<file path="src/hdl/msp_pkg.sv">
// Shared types, register codes and limits for the motor speed PID unit.
package msp_pkg;

  typedef enum logic [1:0] {
    REG_ENABLE = 2'd0,
    REG_GAIN_P = 2'd1,
    REG_GAIN_I = 2'd2,
    REG_GAIN_D = 2'd3
  } reg_idx_t;

  localparam logic signed [15:0] SET_LIM        = 16'sd255;
  localparam logic signed [32:0] INT_LIM        = 33'sd32767;
  localparam logic        [7:0]  OUT_LIM_WIDE   = 8'd255;
  localparam logic        [7:0]  OUT_LIM_NARROW = 8'd100;
  localparam logic        [7:0]  ROUND_HALF     = 8'd128;

  typedef struct packed {
    logic signed [15:0] kp;
    logic signed [15:0] ki;
    logic signed [15:0] kd;
  } gains_t;

  typedef struct packed {
    logic               active;
    logic               narrow;
    logic signed [16:0] err;
    logic signed [31:0] integ;
    logic signed [17:0] diff;
  } err_terms_t;

  typedef struct packed {
    logic               active;
    logic               narrow;
    logic signed [32:0] p_term;
    logic signed [47:0] i_term;
    logic signed [33:0] d_term;
  } pid_terms_t;

endpackage

</file>
<file path="src/hdl/msp_err.sv">
// Error stage: setpoint update, error, integral with saturation and the difference term.
module msp_err import msp_pkg::*; (
  input  logic               clk,
  input  logic               rst_n,
  input  logic               clr_integ,
  input  logic               enable,
  input  logic               step,
  input  logic               load,
  input  logic               req,
  input  logic signed [15:0] setp,
  input  logic signed [15:0] vel,
  output err_terms_t         terms_r
);

  logic signed [31:0] integ_r, integ_nxt;
  logic signed [16:0] prev_r;
  logic signed [8:0]  target_r, target_nxt;
  logic signed [8:0]  setp_clamped;
  logic signed [16:0] err;
  logic signed [32:0] acc;
  logic signed [17:0] diff;
  err_terms_t         terms_nxt;

  always_comb begin
    if (setp > SET_LIM) begin
      setp_clamped = 9'(SET_LIM);
    end else if (setp < -SET_LIM) begin
      setp_clamped = 9'(-SET_LIM);
    end else begin
      setp_clamped = setp[8:0];
    end
    target_nxt = req ? setp_clamped : target_r;
    err = 17'(target_nxt) - 17'(vel);
    acc = 33'(integ_r) + 33'(err);
    if (req) begin
      // Saturate only at the 32-bit signed range.
      if (acc[32] != acc[31]) begin
        integ_nxt = acc[32] ? {1'b1, 31'd0} : {1'b0, {31{1'b1}}};
      end else begin
        integ_nxt = acc[31:0];
      end
    end else if (acc > INT_LIM) begin
      integ_nxt = 32'(INT_LIM);
    end else if (acc < -INT_LIM) begin
      integ_nxt = 32'(-INT_LIM);
    end else begin
      integ_nxt = acc[31:0];
    end
    diff = 18'(err) - 18'(prev_r);
    terms_nxt.active = enable;
    terms_nxt.narrow = req;
    terms_nxt.err    = err;
    terms_nxt.integ  = integ_nxt;
    terms_nxt.diff   = diff;
  end

  always_ff @(posedge clk) begin
    if (!rst_n) begin
      integ_r  <= '0;
      prev_r   <= '0;
      target_r <= '0;
    end else if (clr_integ) begin
      integ_r <= '0;
    end else if (step) begin
      if (enable) begin
        integ_r  <= integ_nxt;
        prev_r   <= err;
        target_r <= target_nxt;
      end else begin
        integ_r <= '0;
      end
    end
  end

  always_ff @(posedge clk) begin
    if (load) begin
      terms_r <= terms_nxt;
    end
  end

endmodule

</file>
<file path="src/hdl/msp_mul.sv">
// Product stage: the three gain multiplications, each registered.
module msp_mul import msp_pkg::*; (
  input  logic       clk,
  input  logic       load,
  input  err_terms_t terms,
  input  gains_t     gains,
  output pid_terms_t prods_r
);

  pid_terms_t prods_nxt;

  always_comb begin
    prods_nxt.active = terms.active;
    prods_nxt.narrow = terms.narrow;
    prods_nxt.p_term = 33'(terms.err) * 33'(gains.kp);
    prods_nxt.i_term = 48'(terms.integ) * 48'(gains.ki);
    prods_nxt.d_term = 34'(terms.diff) * 34'(gains.kd);
  end

  always_ff @(posedge clk) begin
    if (load) begin
      prods_r <= prods_nxt;
    end
  end

endmodule

</file>
<file path="src/hdl/msp_out.sv">
// Output stage: sum of terms, round half away from zero, clamp and result register.
module msp_out import msp_pkg::*; (
  input  logic              clk,
  input  logic              load,
  input  pid_terms_t        prods,
  output logic              active_r,
  output logic signed [8:0] drive_r
);

  logic signed [47:0] sum;
  logic               neg;
  logic        [47:0] mag;
  logic        [39:0] rnd;
  logic        [7:0]  lim;
  logic        [8:0]  mag_lim;
  logic signed [8:0]  drive_nxt;

  always_comb begin
    sum = 48'(prods.p_term) + prods.i_term + 48'(prods.d_term);
    neg = sum[47];
    mag = neg ? 48'(-sum) : 48'(sum);
    rnd = 40'((mag + 48'(ROUND_HALF)) >> 8);
    lim = prods.narrow ? OUT_LIM_NARROW : OUT_LIM_WIDE;
    if (rnd > 40'(lim)) begin
      mag_lim = 9'(lim);
    end else begin
      mag_lim = rnd[8:0];
    end
    if (!prods.active) begin
      drive_nxt = '0;
    end else begin
      drive_nxt = neg ? -$signed(mag_lim) : $signed(mag_lim);
    end
  end

  always_ff @(posedge clk) begin
    if (load) begin
      active_r <= prods.active;
      drive_r  <= drive_nxt;
    end
  end

endmodule

</file>
<file path="src/hdl/motor_speed_pid_unit.sv">
// Top level of the motor speed PID unit: handshakes, configuration and stage control.
//
// Input channel: in_valid with in_req_type, in_new_setpoint and in_velocity; a
// transaction completes at a clock edge with in_valid high and in_stall low.
// Every input transaction gives exactly one result on the out_ channel
// (out_active, out_drive), which completes with out_valid high and out_stall low.
// Configuration: cfg_index 0 is enable, 1..3 are gain_p, gain_i, gain_d (Q8.8);
// cfg_ready is always high. Write registers only while no transaction is in flight.
// Writing enable as 0 clears the integral at once.
// A result passes from the input transaction to out_valid through the input register,
// error stage, multiplier stage and output register. One transaction can be taken
// every cycle unless out_stall holds the pipeline; the rate is set by the error stage,
// where the integral and the last error are updated together.
// When out_stall is high, results back up stage by stage; in_stall rises only
// when all four stages hold a transaction. Synchronous reset (rst_n low) empties
// the pipeline and clears gains, enable, integral, last error and setpoint.
module motor_speed_pid_unit import msp_pkg::*; (
  input  logic              clk,
  input  logic              rst_n,
  input  logic              in_valid,
  output logic              in_stall,
  input  logic              in_req_type,
  input  logic signed [15:0] in_new_setpoint,
  input  logic signed [15:0] in_velocity,
  output logic              out_valid,
  input  logic              out_stall,
  output logic              out_active,
  output logic signed [8:0] out_drive,
  input  logic              cfg_valid,
  output logic              cfg_ready,
  input  logic        [1:0] cfg_index,
  input  logic       [15:0] cfg_data
);

  logic               enable_r;
  gains_t             gains_r;
  logic               s0_valid_r, s1_valid_r, s2_valid_r, out_valid_r;
  logic               req_r;
  logic signed [15:0] setp_r, vel_r;
  logic               rdy_out, rdy2, rdy1, rdy0;
  logic               cfg_wr, clr_integ;
  err_terms_t         terms;
  pid_terms_t         prods;

  assign cfg_ready = 1'b1;
  assign cfg_wr    = cfg_valid && cfg_ready;
  assign clr_integ = cfg_wr && (reg_idx_t'(cfg_index) == REG_ENABLE) && !cfg_data[0];

  always_ff @(posedge clk) begin
    if (!rst_n) begin
      enable_r <= 1'b0;
      gains_r  <= '0;
    end else if (cfg_wr) begin
      case (reg_idx_t'(cfg_index))
        REG_ENABLE: enable_r   <= cfg_data[0];
        REG_GAIN_P: gains_r.kp <= $signed(cfg_data);
        REG_GAIN_I: gains_r.ki <= $signed(cfg_data);
        REG_GAIN_D: gains_r.kd <= $signed(cfg_data);
        default: ;
      endcase
    end
  end

  // A stage can take a new transaction when it is empty or its content moves on.
  assign rdy_out  = !out_valid_r || !out_stall;
  assign rdy2     = !s2_valid_r || rdy_out;
  assign rdy1     = !s1_valid_r || rdy2;
  assign rdy0     = !s0_valid_r || rdy1;
  assign in_stall = !rdy0;

  always_ff @(posedge clk) begin
    if (!rst_n) begin
      s0_valid_r  <= 1'b0;
      s1_valid_r  <= 1'b0;
      s2_valid_r  <= 1'b0;
      out_valid_r <= 1'b0;
    end else begin
      if (rdy0) begin
        s0_valid_r <= in_valid;
      end
      if (rdy1) begin
        s1_valid_r <= s0_valid_r;
      end
      if (rdy2) begin
        s2_valid_r <= s1_valid_r;
      end
      if (rdy_out) begin
        out_valid_r <= s2_valid_r;
      end
    end
  end

  always_ff @(posedge clk) begin
    if (rdy0) begin
      req_r  <= in_req_type;
      setp_r <= in_new_setpoint;
      vel_r  <= in_velocity;
    end
  end

  msp_err u_err (
    .clk       (clk),
    .rst_n     (rst_n),
    .clr_integ (clr_integ),
    .enable    (enable_r),
    .step      (s0_valid_r && rdy1),
    .load      (rdy1),
    .req       (req_r),
    .setp      (setp_r),
    .vel       (vel_r),
    .terms_r   (terms)
  );

  msp_mul u_mul (
    .clk     (clk),
    .load    (rdy2),
    .terms   (terms),
    .gains   (gains_r),
    .prods_r (prods)
  );

  msp_out u_out (
    .clk      (clk),
    .load     (rdy_out),
    .prods    (prods),
    .active_r (out_active),
    .drive_r  (out_drive)
  );

  assign out_valid = out_valid_r;

endmodule

</file>
<file path="config.mk">
export PLATFORM = sky130hd
export DESIGN_NAME = motor_speed_pid_unit
export DESIGN_NICKNAME = d
export VERILOG_FILES = /design/src/hdl/msp_pkg.sv /design/src/hdl/msp_err.sv /design/src/hdl/msp_mul.sv /design/src/hdl/msp_out.sv /design/src/hdl/motor_speed_pid_unit.sv
export SDC_FILE = /design/constraint.sdc
export NUM_CORES = 2
export LEC_CHECK = 0
export ABC_AREA = 1
export BUFFER_PORTS_ARGS = -buffer_cell sky130_fd_sc_hd__buf_4
export CAP_MARGIN = 20
export CORE_MARGIN = 4
export CORE_UTILIZATION = 54
export DETAILED_ROUTE_END_ITERATION = 12
export GPL_ROUTABILITY_DRIVEN = 1
export PLACE_DENSITY_LB_ADDON = 0.3
export SLEW_MARGIN = 20
export SYNTH_ARGS = -nofsm -noshare
export SYNTH_HDL_FRONTEND = slang
export SYNTH_HIERARCHICAL = 1
export SYNTH_SLANG_ARGS = --single-unit
</file>
<file path="constraint.sdc">
create_clock -name clk -period 8.7 [get_ports clk]
set_input_delay 0.87 -clock clk [delete_from_list [all_inputs] [get_ports clk]]
set_output_delay 0.87 -clock clk [all_outputs]
set_load 0.005 [all_outputs]
</file>
==> results.cfg <==
[final_layout]
mostFrequentLayoutCells = nand2_1, inv_1, fa_1, nor2_1, ha_1
layout-drive-gt1-share_pct = 5.69
fill_cells = 11748
synthToLayoutAreaGrowth_pct = 4.73
nets = 10768
layout_commonest_cell = nand2_1
instances_no_fill = 10875
stdcell_area_um2 = 71200

[timing]
worst_slew_pin_slew_ns = 1.06
drv_slew = 0
period_share_pct = 90.4
hold_violations = 0
max_freq_ghz = 0.127
setup_viol = 0
fin_crit_ns = 7.87
finClkSkew_ns = 0.0328
relSlewSlack_pct = 29.2

[critical_path]
reg2reg_to = u_err/integ_r[13]
cp_top_family = compound AO/OA/AOI/OAI gates
r2r_cells = 38
critPathBufInv = 8
critPathSlowestCell = clkinvlp_4
cp_data_arrival_time_ns = 8.32
cp-start-kind = register
r2r-start = setp_r[7]
cp_max_fo = 31
critPathKind = register to register
slowest_delay_ns = 0.42
r2r_slack_ns = 0.83
cp.required_ns = 9.15
crit_path_end_kind = register
crit_path_frequent_cell = a21oi_1

[logic_synthesis]
ys_warn_count = 6
syn_area_um2 = 67900
yosys.cell_types.count = 62
yosys_most_used_dff = edfxtp_1
ys_seq_elements = 340
synthCells = 9312
yosysSeqAreaShare_pct = 13.4
synth_edf_count = 229
synth_nets = 10877
synthArstFlopShare_pct = 0
synth.avg_cell_area_um2 = 7.30

[die]
initial_core_util_pct = 54.7
die_area_um2 = 132000
io_pins = 69
die_h_um = 363
row_count = 129
dieWidth_um = 363
core_um2 = 124000

[drt]
via_per_inst = 5.28
ant_nets = 0
totalWireLength_um = 199000
routedWlPerCell_um = 18.3
dr.pass1.iters = 7
via_count = 57422
drc = 0
drt_iter0_drc = 4742

[power_and_ir_drop]
p_leak_nw = 40.6
pwr_density_cell_nw_per_um2 = 351
vdd_drop_max_v = 0.000579

[worst_hold_path]
hold_depth = 1
hp-class = input pin to register
hp-start = in_new_setpoint[1]
hold_end = setp_r[1]

[global_route]
grt_pass1_vias = 59064
grt_max_degree = 91
grt_first_pass_wirelength_um = 318000
track_usage_pct = 30.7
gr-total-overflow = 0
grt_antenna_before_repair = 7

[cts]
cts_hold_buf = 0
cts_htree_levels = 2
clkTransAtPathRegs_ns = 0.06
cts_buffer_depth = 3
worstSkewPairLatency_ns = 0.64
cts_tree = done
cts.sinks = 340
cts-root-buf = clkbuf_16
cts_buffers = 43

[placed_design]
post-place-cells = 10788
dp_hpwl_um = 163000
gp_congestion = 0.991
port_buffers = 67
detailed_place.area_um2 = 69600

[outcome]
status = finished, final reports clean

[job]
maxCapViolCount = 0
-- where the power goes --
group | total, mW | leakage [nW] | switching (mW) | internal, mW
sequential | 3.25 | 3.44 | 0.934 | 2.31
combinational | 19.9 | 36.5 | 13.7 | 6.16
clock | 1.87 | 0.709 | 0.812 | 1.06
total | 25.0 | 40.6 | 15.4 | 9.53
-- layer usage --
layer | up-vias | track usage (%) | share of wire [%]
li1 | 27084 | - | -
met1 | 27814 | 40.0 | 41
met2 | 2102 | 51.6 | 47
met3 | 416 | 5.06 | 7.8
met4 | 6 | 11.4 | 4.2
met5 | - | 0 | 0.021
-- through the flow --
| step | util [%] | hold WS [ns] | power, mW | setup WS (ns) | TNS (ns) |
|---|---|---|---|---|---|
| global route | 57.3 | 0.384 | 27.7 | -0.00376 | -0.00376 |
| global placement | 56.0 | 0.445 | 22.4 | 0.978 | 0 |
| detailed placement | 56.0 | 0.449 | 22.7 | 0.641 | 0 |
| CTS | 57.2 | 0.368 | 24.8 | 0.584 | 0 |
| floorplan | - | 0.400 | 17.5 | 2.19 | 0 |
| finish | 57.3 | 0.407 | 25.0 | 0.832 | 0 |
-- state kept, by name, indices dropped and copies added (netlist names) --
signal	count
enable_r	1
gains_r	48
out_valid	1
req_r	1
s0_valid_r	1
s1_valid_r	1
s2_valid_r	1
setp_r	16
u_err/integ_r	32
u_err/prev_r	17
u_err/target_r	9
u_err/terms_r	69
u_mul/prods_r	117
u_out/active_r	1
u_out/drive_r	9
vel_r	16
-- final cells by class --
cell class / instances / area (um2) / share of cell area, %
antenna: 1 / 2.50 / 0.00352
sequential: 340 / 9100 / 12.8
timing repair buffer: 114 / 867 / 1.22
clock inverter: 32 / 357 / 0.501
timing repair inverter: 1 / 7.51 / 0.0106
clock buffer: 47 / 1100 / 1.55
tap: 1637 / 2050 / 2.88
multi-input combinational: 6290 / 48600 / 68.3
inverter: 2413 / 9070 / 12.7
-- worst register-to-register path, delay by kind of cell, from the launching register on --
family          cells  cell delay, ns
xor+xnor            1            0.32
flops               1            0.38
buf+inv             8            1.38
simple gates        9            1.07
fa+ha+maj           4            1.30
compound gates     16            3.25
-- cell families (layout without fill, tap and decap cells) --
family          count (synthesis)  after routing  synth area share, %
simple gates                 4149           4149                 25.8
buf+inv                      2682           2607                 15.1
fa+ha+maj                    1509           1509                 40.0
flops                         340            340                 13.4
other cells                     1              2              0.00552
xor+xnor                      124            124                 1.61
compound gates                507            507                 4.11
-- worst max-delay path by stage --
stage | from | end | slack (ns) | cells past startpoint
after global routing | setp_r[6] | u_err/integ_r[9] | -0.004 | 40
after floorplan | setp_r[2] | u_err/terms_r[39] | 2.19 | 32
final | setp_r[7] | u_err/integ_r[13] | 0.83 | 38
after detailed placement | setp_r[13] | u_err/integ_r[29] | 0.64 | 38
after CTS | setp_r[13] | u_err/integ_r[29] | 0.58 | 38
after global placement | setp_r[13] | u_err/integ_r[26] | 0.98 | 38
-- cell usage after synthesis (all sizes together) (41+ instances only) --
master  instances  area, um2
nor2          608       2600
xor2           95        840
nand4         110        701
dfxtp         111       2220
edfxtp        229       6880
fa           1103      22100
clkbuf        233        902
nor3           41        265
a21oi         273       1450
ha            406       5080
inv          2407       9040
o21ai         174        871
nand2        2916      11400
nand3         414       2200
-- what timing repair did --
action,4_1_cts,5_1_grt
setup buffers,0,5
gates resized for setup,0,3
endpoints found under the setup margin,0,50
No activity file was read; power rests on OpenSTA's default activity.
